`src/spx_pkg.sv`:
```
`timescale 1ns / 1ps
// ----------------------------------------------------------------------------
// spx_pkg
// Shared widths, generator constants and controller/datapath interface types.
// ----------------------------------------------------------------------------
package spx_pkg;

   localparam int unsigned WordWidth = 64;
   localparam int unsigned HalfWidth = WordWidth / 2;

   localparam logic [WordWidth-1:0] GoldenInc = 64'h9e37_79b9_7f4a_7c15;
   localparam logic [WordWidth-1:0] MixMulA   = 64'hbf58_476d_1ce4_e5b9;
   localparam logic [WordWidth-1:0] MixMulB   = 64'h94d0_49bb_1331_11eb;
   localparam int unsigned MixShiftA = 30;
   localparam int unsigned MixShiftB = 27;
   localparam int unsigned MixShiftC = 31;

   typedef enum logic [3:0] {
      DP_NOP,
      DP_LOAD,       // latch request bound
      DP_THR_START,  // divider: (2^64 - n) mod n
      DP_THR_SAVE,
      DP_ADVANCE,    // counter += inc, first xor-shift
      DP_MUL_LO,
      DP_MUL_X1,
      DP_MUL_X2,
      DP_XS_B,
      DP_XS_C,
      DP_MOD_START,  // divider: z mod n
      DP_RESULT
   } dp_op_type;

   typedef struct packed {
      dp_op_type op;
      logic      mul_b;      // select second mix multiplier
      logic      load_seed;
   } dp_cmd_type;

   typedef struct packed {
      logic bound_zero;
      logic div_done;
      logic below_thr;
   } dp_status_type;

endpackage

```
`src/spx_divider.sv`:
```
`timescale 1ns / 1ps
// ----------------------------------------------------------------------------
// spx_divider
// Radix-2 restoring remainder unit, one dividend bit per cycle.
// ----------------------------------------------------------------------------
module spx_divider
   import spx_pkg::*;
(
   input  logic                 clock,
   input  logic                 reset,
   input  logic                 start,
   input  logic [WordWidth-1:0] dividend,
   input  logic [WordWidth-1:0] divisor,
   output logic                 done,
   output logic [WordWidth-1:0] remainder
);

   localparam int unsigned CntWidth = $clog2(WordWidth + 1);

   logic [CntWidth-1:0]  cnt_ff, cnt_in;
   logic                 done_ff, done_in;
   logic [WordWidth-1:0] rem_ff, rem_in;
   logic [WordWidth-1:0] dvd_ff, dvd_in;
   logic [WordWidth-1:0] dsr_ff, dsr_in;
   logic [WordWidth:0]   trial;
   logic [WordWidth:0]   diff;
   logic                 busy;

   assign busy  = (cnt_ff != '0);
   assign trial = {rem_ff, dvd_ff[WordWidth-1]};
   assign diff  = trial - {1'b0, dsr_ff};

   always_comb begin
      cnt_in  = cnt_ff;
      done_in = done_ff;
      rem_in  = rem_ff;
      dvd_in  = dvd_ff;
      dsr_in  = dsr_ff;
      if (start) begin
         cnt_in  = CntWidth'(WordWidth);
         done_in = 1'b0;
         rem_in  = '0;
         dvd_in  = dividend;
         dsr_in  = divisor;
      end else if (busy) begin
         cnt_in = cnt_ff - 1'b1;
         dvd_in = {dvd_ff[WordWidth-2:0], 1'b0};
         // remainder stays below divisor, so the top bit drops out
         rem_in = diff[WordWidth] ? trial[WordWidth-1:0] : diff[WordWidth-1:0];
         if (cnt_ff == CntWidth'(1)) begin
            done_in = 1'b1;
         end
      end
   end

   always_ff @(posedge clock) begin
      if (reset) begin
         cnt_ff  <= '0;
         done_ff <= 1'b0;
      end else begin
         cnt_ff  <= cnt_in;
         done_ff <= done_in;
      end
      rem_ff <= rem_in;
      dvd_ff <= dvd_in;
      dsr_ff <= dsr_in;
   end

   assign done      = done_ff;
   assign remainder = rem_ff;

`ifndef ASSERT_OFF
   a_start_idle: assert property (@(posedge clock) disable iff (reset)
      start |-> !busy)
      else $error("divider restarted while busy");

   a_done_clears: assert property (@(posedge clock) disable iff (reset)
      start |=> (!done_ff && busy))
      else $error("divider done not cleared by start");

   a_rem_range: assert property (@(posedge clock) disable iff (reset)
      (done_ff && !busy) |-> (rem_ff < dsr_ff))
      else $error("remainder not below divisor");
`endif

endmodule

```
`src/spx_datapath.sv`:
```
`timescale 1ns / 1ps
// ----------------------------------------------------------------------------
// spx_datapath
// Generator counter, mix unit on a shared 32x32 multiplier, threshold and
// reduction through the remainder unit, result register.
// ----------------------------------------------------------------------------
module spx_datapath
   import spx_pkg::*;
(
   input  logic                 clock,
   input  logic                 reset,
   input  dp_cmd_type           cmd,
   output dp_status_type        status,
   input  logic [WordWidth-1:0] req_bound,
   input  logic [WordWidth-1:0] csr_seed,
   output logic [WordWidth-1:0] rsp_value,
   output logic                 rsp_range_error
);

   logic [WordWidth-1:0] counter_ff, counter_in;
   logic [WordWidth-1:0] bound_ff, bound_in;
   logic [WordWidth-1:0] thr_ff, thr_in;
   logic [WordWidth-1:0] z_ff, z_in;
   logic [WordWidth-1:0] acc_ff, acc_in;
   logic [WordWidth-1:0] value_ff, value_in;
   logic                 error_ff, error_in;

   logic [WordWidth-1:0] step;
   logic [WordWidth-1:0] mul_k;
   logic [HalfWidth-1:0] mul_a, mul_b;
   logic [WordWidth-1:0] product;

   logic                 div_start;
   logic [WordWidth-1:0] div_dividend;
   logic                 div_done;
   logic [WordWidth-1:0] div_rem;

   assign step  = counter_ff + GoldenInc;
   assign mul_k = cmd.mul_b ? MixMulB : MixMulA;

   // low 64 bits of z*k from three 32x32 partial products
   assign mul_a   = (cmd.op == DP_MUL_X2) ? z_ff[WordWidth-1:HalfWidth] : z_ff[HalfWidth-1:0];
   assign mul_b   = (cmd.op == DP_MUL_X1) ? mul_k[WordWidth-1:HalfWidth] : mul_k[HalfWidth-1:0];
   assign product = WordWidth'(mul_a) * WordWidth'(mul_b);

   assign div_start    = (cmd.op == DP_THR_START) || (cmd.op == DP_MOD_START);
   assign div_dividend = (cmd.op == DP_THR_START) ? ('0 - bound_ff) : z_ff;

   always_comb begin
      counter_in = counter_ff;
      bound_in   = bound_ff;
      thr_in     = thr_ff;
      z_in       = z_ff;
      acc_in     = acc_ff;
      value_in   = value_ff;
      error_in   = error_ff;
      if (cmd.load_seed) begin
         counter_in = csr_seed;
      end
      case (cmd.op)
         DP_LOAD:     bound_in = req_bound;
         DP_THR_SAVE: thr_in   = div_rem;
         DP_ADVANCE: begin
            counter_in = step;
            z_in       = step ^ (step >> MixShiftA);
         end
         DP_MUL_LO:   acc_in = product;
         DP_MUL_X1,
         DP_MUL_X2:   acc_in = acc_ff + {product[HalfWidth-1:0], {HalfWidth{1'b0}}};
         DP_XS_B:     z_in   = acc_ff ^ (acc_ff >> MixShiftB);
         DP_XS_C:     z_in   = acc_ff ^ (acc_ff >> MixShiftC);
         DP_RESULT: begin
            error_in = (bound_ff == '0);
            value_in = (bound_ff == '0) ? '0 : div_rem;
         end
         default: ;
      endcase
   end

   always_ff @(posedge clock) begin
      if (reset) begin
         counter_ff <= '0;
      end else begin
         counter_ff <= counter_in;
      end
      bound_ff <= bound_in;
      thr_ff   <= thr_in;
      z_ff     <= z_in;
      acc_ff   <= acc_in;
      value_ff <= value_in;
      error_ff <= error_in;
   end

   spx_divider u_divider (
      .clock     (clock),
      .reset     (reset),
      .start     (div_start),
      .dividend  (div_dividend),
      .divisor   (bound_ff),
      .done      (div_done),
      .remainder (div_rem)
   );

   assign status.bound_zero = (bound_ff == '0);
   assign status.div_done   = div_done;
   assign status.below_thr  = (z_ff < thr_ff);

   assign rsp_value       = value_ff;
   assign rsp_range_error = error_ff;

endmodule

```
`src/spx_ctrl.sv`:
```
`timescale 1ns / 1ps
// ----------------------------------------------------------------------------
// spx_ctrl
// Sequencer: threshold, draw/mix/reject loop, reduction, result handoff.
// ----------------------------------------------------------------------------
module spx_ctrl
   import spx_pkg::*;
(
   input  logic          clock,
   input  logic          reset,
   input  logic          req_valid,
   output logic          req_stall,
   output logic          rsp_valid,
   input  logic          rsp_stall,
   input  logic          csr_valid,
   output logic          csr_ready,
   output dp_cmd_type    cmd,
   input  dp_status_type status
);

   typedef enum logic [3:0] {
      IDLE,
      START,
      THR,
      ADV,
      MUL_A0,
      MUL_A1,
      MUL_A2,
      XS_B,
      MUL_B0,
      MUL_B1,
      MUL_B2,
      XS_C,
      CHECK,
      MOD,
      DONE
   } state_type;

   state_type state_ff, state_in;
   logic      rsp_valid_ff, rsp_valid_in;
   logic      out_free;

   // result slot can take a beat this cycle
   assign out_free = !rsp_valid_ff || !rsp_stall;

   always_comb begin
      state_in      = state_ff;
      rsp_valid_in  = rsp_valid_ff && rsp_stall;
      cmd.op        = DP_NOP;
      cmd.mul_b     = 1'b0;
      cmd.load_seed = 1'b0;
      case (state_ff)
         IDLE: begin
            cmd.load_seed = csr_valid;
            if (req_valid) begin
               cmd.op   = DP_LOAD;
               state_in = START;
            end
         end
         START: begin
            if (status.bound_zero) begin
               state_in = DONE;
            end else begin
               cmd.op   = DP_THR_START;
               state_in = THR;
            end
         end
         THR: begin
            if (status.div_done) begin
               cmd.op   = DP_THR_SAVE;
               state_in = ADV;
            end
         end
         ADV: begin
            cmd.op   = DP_ADVANCE;
            state_in = MUL_A0;
         end
         MUL_A0: begin
            cmd.op   = DP_MUL_LO;
            state_in = MUL_A1;
         end
         MUL_A1: begin
            cmd.op   = DP_MUL_X1;
            state_in = MUL_A2;
         end
         MUL_A2: begin
            cmd.op   = DP_MUL_X2;
            state_in = XS_B;
         end
         XS_B: begin
            cmd.op   = DP_XS_B;
            state_in = MUL_B0;
         end
         MUL_B0: begin
            cmd.op    = DP_MUL_LO;
            cmd.mul_b = 1'b1;
            state_in  = MUL_B1;
         end
         MUL_B1: begin
            cmd.op    = DP_MUL_X1;
            cmd.mul_b = 1'b1;
            state_in  = MUL_B2;
         end
         MUL_B2: begin
            cmd.op    = DP_MUL_X2;
            cmd.mul_b = 1'b1;
            state_in  = XS_C;
         end
         XS_C: begin
            cmd.op   = DP_XS_C;
            state_in = CHECK;
         end
         CHECK: begin
            // reject draws below the bias threshold
            if (status.below_thr) begin
               state_in = ADV;
            end else begin
               cmd.op   = DP_MOD_START;
               state_in = MOD;
            end
         end
         MOD: begin
            if (status.div_done) begin
               state_in = DONE;
            end
         end
         DONE: begin
            if (out_free) begin
               cmd.op       = DP_RESULT;
               rsp_valid_in = 1'b1;
               state_in     = IDLE;
            end
         end
         default: state_in = IDLE;
      endcase
   end

   always_ff @(posedge clock) begin
      if (reset) begin
         state_ff     <= IDLE;
         rsp_valid_ff <= 1'b0;
      end else begin
         state_ff     <= state_in;
         rsp_valid_ff <= rsp_valid_in;
      end
   end

   assign req_stall = (state_ff != IDLE);
   assign csr_ready = (state_ff == IDLE);
   assign rsp_valid = rsp_valid_ff;

`ifndef ASSERT_OFF
   a_result_posted: assert property (@(posedge clock) disable iff (reset)
      (state_ff == DONE && out_free) |=> (rsp_valid_ff && state_ff == IDLE))
      else $error("finished result not posted");

   a_no_overwrite: assert property (@(posedge clock) disable iff (reset)
      (cmd.op == DP_RESULT) |-> out_free)
      else $error("result register overwritten while held");

   a_rsp_hold: assert property (@(posedge clock) disable iff (reset)
      (rsp_valid_ff && rsp_stall) |=> rsp_valid_ff)
      else $error("result dropped while stalled");
`endif

endmodule

```
`src/splitmix64_bounded_draw.sv`:
```
`timescale 1ns / 1ps
// Steps: load the bound, threshold in the remainder unit, a raw draw and mix
//   per try (redrawn while below the threshold), reduction, result.
// Requests: one at a time; the next is taken once the result is in the
//   output register.
// Zero bound: no remainder work, result flags a range error. Reset:
//   synchronous, counter cleared to 0.
// ----------------------------------------------------------------------------
// splitmix64_bounded_draw
// Unbiased bounded draw from a splitmix64 generator, seed set over csr port.
// ----------------------------------------------------------------------------
module splitmix64_bounded_draw
   import spx_pkg::*;
(
   input  logic                 clock,
   input  logic                 reset,
   input  logic                 req_valid,
   output logic                 req_stall,
   input  logic [WordWidth-1:0] req_bound,
   output logic                 rsp_valid,
   input  logic                 rsp_stall,
   output logic [WordWidth-1:0] rsp_value,
   output logic                 rsp_range_error,
   input  logic                 csr_valid,
   output logic                 csr_ready,
   input  logic [WordWidth-1:0] csr_seed
);

   dp_cmd_type    cmd;
   dp_status_type status;

   spx_ctrl u_ctrl (
      .clock     (clock),
      .reset     (reset),
      .req_valid (req_valid),
      .req_stall (req_stall),
      .rsp_valid (rsp_valid),
      .rsp_stall (rsp_stall),
      .csr_valid (csr_valid),
      .csr_ready (csr_ready),
      .cmd       (cmd),
      .status    (status)
   );

   spx_datapath u_datapath (
      .clock           (clock),
      .reset           (reset),
      .cmd             (cmd),
      .status          (status),
      .req_bound       (req_bound),
      .csr_seed        (csr_seed),
      .rsp_value       (rsp_value),
      .rsp_range_error (rsp_range_error)
   );

endmodule

```
`config.mk`:
```
export PLATFORM = sky130hd
export DESIGN_NAME = splitmix64_bounded_draw
export DESIGN_NICKNAME = d
export VERILOG_FILES = /design/src/spx_pkg.sv /design/src/spx_divider.sv /design/src/spx_datapath.sv /design/src/spx_ctrl.sv /design/src/splitmix64_bounded_draw.sv
export SDC_FILE = /design/constraint.sdc
export NUM_CORES = 2
export LEC_CHECK = 0
export ABC_CLOCK_PERIOD_IN_PS = 14900
export BUFFER_PORTS_ARGS = -buffer_cell sky130_fd_sc_hd__buf_2
export CORE_MARGIN = 2
export CORE_UTILIZATION = 62
export CTS_CLUSTER_SIZE = 30
export DETAILED_ROUTE_END_ITERATION = 16
export PLACE_DENSITY = 0.88
export SKIP_CTS_REPAIR_TIMING = 1
export SYNTH_ARGS = -nofsm -noshare
export SYNTH_HDL_FRONTEND = slang
export SYNTH_HIERARCHICAL = 1
export SYNTH_SLANG_ARGS = --single-unit
```
`constraint.sdc`:
```
create_clock -name clock -period 14.9 [get_ports clock]
set_input_delay 2.98 -clock clock [delete_from_list [all_inputs] [get_ports clock]]
set_output_delay 2.98 -clock clock [all_outputs]
set_load 0.03 [all_outputs]
```
# ---- After elaboration in Yosys (flattened, before gate mapping)
# Cells that the tools add are included.
dict set report word_totals {
  register_bits 590
  inputBits 133
  out_inout_bits 68
}
dict set report classes {
  n_addsub 5
  mul 1
  order_cmp 1
  n_eq_ne 30
  mux 30
  n_bitwise 3
  n_reduce_logical 21
}
# cell count
set op_table {}
lappend op_table {{2-to-1 mux 64 bit} 6}
lappend op_table {{one-hot mux 64 bit (3 select lines)} 1}
lappend op_table {{one-hot mux 64 bit (2 select lines)} 1}
lappend op_table {{subtractor 65 x 64 -> 65 bit} 1}
lappend op_table {{adder 64 bit} 1}
lappend op_table {{adder 64 bit, second input constant} 1}
lappend op_table {{logical NOT 64 bit} 1}
lappend op_table {{less-than comparator 64 bit} 1}
lappend op_table {{multiplier 32 x 32 -> 64 bit} 1}
lappend op_table {{2-to-1 mux 32 bit} 2}
lappend op_table {{subtractor 1 x 64 -> 64 bit, first input constant} 1}
lappend op_table {{XOR 64 x 33 -> 64 bit} 1}
lappend op_table {{XOR 64 x 34 -> 64 bit} 1}
lappend op_table {{XOR 64 x 37 -> 64 bit} 1}
lappend op_table {{2-to-1 mux 62 bit} 1}
lappend op_table {{one-hot mux 4 bit (15 select lines)} 1}
lappend op_table {{equality test 4 bit, second input constant} 11}
lappend op_table {{one-hot mux 4 bit (11 select lines)} 1}
lappend op_table {{equality test 4 x 3 -> 1 bit, second input constant} 8}
lappend op_table {{2-to-1 mux 4 bit} 8}
lappend op_table {{equality test 4 x 2 -> 1 bit, second input constant} 4}
lappend op_table {{2-to-1 mux 7 bit} 2}
lappend op_table {{OR reduction 2 bit} 5}
lappend op_table {{equality test 4 x 1 -> 1 bit, second input constant} 2}
lappend op_table {{17 further kinds} 28}

# ---- Longest topological paths before layout
dict set report depth {
  depth_word 9
  mapped_depth 60
}

# ---- Hierarchy
# Netlist, hierarchy kept.
# mod n_inst cells_each area_per_inst_um2
set by_module_without_submodules {}
lappend by_module_without_submodules {spx_datapath 1 5205 51368.0}
lappend by_module_without_submodules {spx_divider 1 1279 12045.3}
lappend by_module_without_submodules {spx_ctrl 1 70 511.7}

# ---- Worst setup path after synthesis
# Ideal clock, no wire load.
dict set report synth_path {
  path_kind {input to register}
  from {in rsp_stall}
  to {reg u_datapath.acc_ff[63], data pin}
  setup_ns 0.267
  arrival_ns 13.441
  t_required_ns 14.633
  setup_slack_ns 1.192
  cell_stages 47
  n_path_buf 4
  path_cell_list {nand2_1 -> a32o_1 -> a32o_1 -> nor2b_1 -> and2_1 -> clkbuf_1 -> nand2b_1 -> clkinv_1 -> clkbuf_1 -> ha_1 -> clkbuf_1 -> and2_1 -> inv_1 -> fa_1 -> inv_1 -> fa_1 -> inv_1 -> fa_1 -> (+11 left out) -> o21ai_0 -> a311o_1 -> a21oi_1 -> o21ai_0 -> a21o_1 -> a21o_1 -> xor2_1 -> ha_1 -> a21o_1 -> a21o_1 -> a21o_1 -> a21oi_1 -> a31oi_1 -> a311oi_1 -> o21ai_0 -> a31oi_1 -> xnor2_1 -> mux2i_1}
}
# element line
set synth_rtl {}
lappend synth_rtl {{start, declared} splitmix64_bounded_draw.sv:21} ;# input logic rsp_stall,
lappend synth_rtl {{end signal, assigned} spx_datapath.sv:89} ;# acc_ff <= acc_in;
lappend synth_rtl {{end, declared} spx_datapath.sv:24} ;# logic [WordWidth-1:0] acc_ff, acc_in;

==> results.ini <==
[sta]
max_freq_mhz = 69.50
slew_viol_final = 0
fin_tns_setup_ns = 0
fin_crit_sh = 0.9657
skew_ns = 0.02897
worst_pin_slew_ns = 1.267
rsz0062_at_grt = no
period_minus_slack_ns = 14.39
slew_headroom = 0.1466
setup_violations = 0
hold_viol_final = 0
fin_hold_ws_ns = 0.5055

[worst_setup_path]
critPathMaxFanout = 18
critPathLaunch = u_datapath/bound_ff[2]$_DFFE_PN_
worstPathArrival_ns = 14.75
crit_required_ns = 15.26
slowest_delay_ns = 0.86
crit-reg2reg-launch = u_datapath/bound_ff[2]$_DFFE_PN_
worst_path_most_repeated_cell = fa_1
cp-start-kind = flop
crit_type = flop to flop
end_kind = flop
cp_slowest_cell = a2111oi_0

[floorplanning]
num_io_pins = 201
die_area_um2 = 105700
die_y_um = 325.1
start_util = 0.6265
rows = 117
dieWidth_um = 325.1
core_um2 = 102000

[clock_network]
cts_buffers = 54
cts.sinks = 590
clkLatencyLatePin_ns = 0.63
clk_pin_slew_ns = 0.07
cts_tree = yes
clk_path_buf_depth = 3
htreeDepth = 2
cts_root_buf = clkbuf_16

[synth]
ys_types = 101
synthArstFlopShare = 0
netlist.area_leader.share = 0.2580
synth_edf_count = 449
yosysWarnings = 6
syn_avg_cell_area_um2 = 9.754
ys_seq_area_frac = 0.2551
postSynthCellCount = 6554
synth_nets = 8013
ys_top_cells_by_area = fa_1, edfxtp_1, ha_1
synthFlopType = edfxtp_1
synth_area_um2 = 63930
ys_ff_latch = 590
yosys.area.top_type = fa_1

[route]
drt_iter0_drc = 6404
drc = 0
antenna_left = 0
via_per_inst = 6.289
drt-total-wl_um = 210700
dr.pass1.iters = 8
wl_per_cell_um = 26.07
vias = 50830

[global_route]
grt_usage = 0.3991
grt_start_max_net_pins = 126
grt_overflow = 0
use_met1 = 0.5369
grt-busiest-layer = met2
grt_pass1_vias = 50870
grtUsageMet2 = 0.6000
antenna_found_initial = 18
met3_usage = 0.1132
grt_pass1_wl_um = 316300

[final_layout]
post-route-util = 0.6710
final-seq-area_um2 = 16310
multi_input_area_um2 = 42440
final_common_cell = inv_1
drive_gt1_frac = 0.09206
fillCellCount = 7829
layout_common_cells = inv_1, fa_1, ha_1
nNetsFinal = 8116
syn_to_final_growth_pct = 7.101
stdcell_count = 8082

[run_status]
status = finished clean

[run]
drv_cap = 0

[place]
dp_cells = 7969
hpwlAfterDp_um = 172300
port_buffers = 200
place.gp.congestion = 1.047

[worst_hold_path]
min_path_type = flop to flop
min_from = u_datapath/counter_ff[55]$_SDFFE_PP0P_

-- cell type report --
class | instances | area share
multi-input combinational | 4568 | 0.6199
antenna | 12 | 0.0004386
clock inverter | 37 | 0.005775
clock buffer | 64 | 0.02103
inverter | 1117 | 0.06129
sequential | 590 | 0.2382
timing repair buffer | 326 | 0.02844
tap | 1368 | 0.02500
-- cells by family after synthesis --
| group | synth area share |
|---|---|
| mux | 0.02501 |
| buf+inv | 0.08336 |
| flops | 0.2551 |
| fa+ha+maj | 0.3563 |
| simple gates | 0.1276 |
| xor+xnor | 0.04811 |
| compound gates | 0.1046 |
-- worst max-delay path: cells and delay by family, from the launching register on --
family	cells	cell delay, ns
flops	1	0.48
simple gates	14	4.54
compound gates	9	2.69
fa+ha+maj	10	5.48
buf+inv	5	0.88
-- registers in the layout, indices dropped and copies added (netlist names) --
register / cells
u_datapath/u_divider/done: 1
u_datapath/u_divider/cnt_ff: 7
u_datapath/counter_ff: 64
u_datapath/z_ff: 64
u_datapath/rsp_range_error: 1
u_ctrl/rsp_valid: 1
u_datapath/u_divider/dsr_ff: 64
u_datapath/rsp_value: 64
u_datapath/bound_ff: 64
u_datapath/thr_ff: 64
u_datapath/acc_ff: 64
u_ctrl/state_ff: 4
u_datapath/u_divider/remainder: 64
u_datapath/u_divider/dvd_ff: 64
-- through the flow --
stage,worst slack [ns],cell area (um^2)
global route,0.02970,68430
floorplan,1.192,63930
finish,0.5113,68460
CTS,0.3981,68400
global placement,0.3629,66560
detailed placement,0.2378,66560
-- path summary, 6_finish.rpt --
path                            depth (start not counted)  slack (ns)                                      to
worst max-delay path                                   38        0.51         u_datapath/acc_ff[56]$_DFFE_PP_
worst min-delay path                                    2        0.51  u_datapath/counter_ff[55]$_SDFFE_PP0P_
worst max register to register                         38        0.51         u_datapath/acc_ff[56]$_DFFE_PP_
worst min register to register                          2        0.51  u_datapath/counter_ff[55]$_SDFFE_PP0P_
-- per-layer routing --
layer  part of all wire  wire, um
met1               0.37     78840
met2               0.44     92110
met3               0.13     27240
met4              0.059     12370
met5            0.00078       164
-- synthesized netlist by cell type, types with 11 or more instances --
cell type,count
a211oi_1,50
a21o_1,102
a21oi_1,329
a221oi_1,33
a22oi_1,26
a311oi_1,40
a31oi_1,31
and2_1,113
and3_1,21
buf_1,11
buf_2,37
clkbuf_1,219
dfxtp_1,141
edfxtp_1,449
fa_1,824
ha_1,502
inv_1,1114
mux2_2,86
mux2i_1,63
nand2_1,493
nand2b_1,61
nand3_1,48
nand4_1,68
nor2_1,503
nor2b_1,161
nor3_1,70
nor4_1,30
o211ai_1,18
o21a_1,20
o21ai_0,240
o21ai_1,11
o21bai_1,36
o31ai_1,16
or2_2,46
or3_1,24
or4_1,11
xnor2_1,202
xor2_1,139
Power is not shown: default switching activity piles up to over one toggle a cycle in this logic, so the estimate is an artifact.
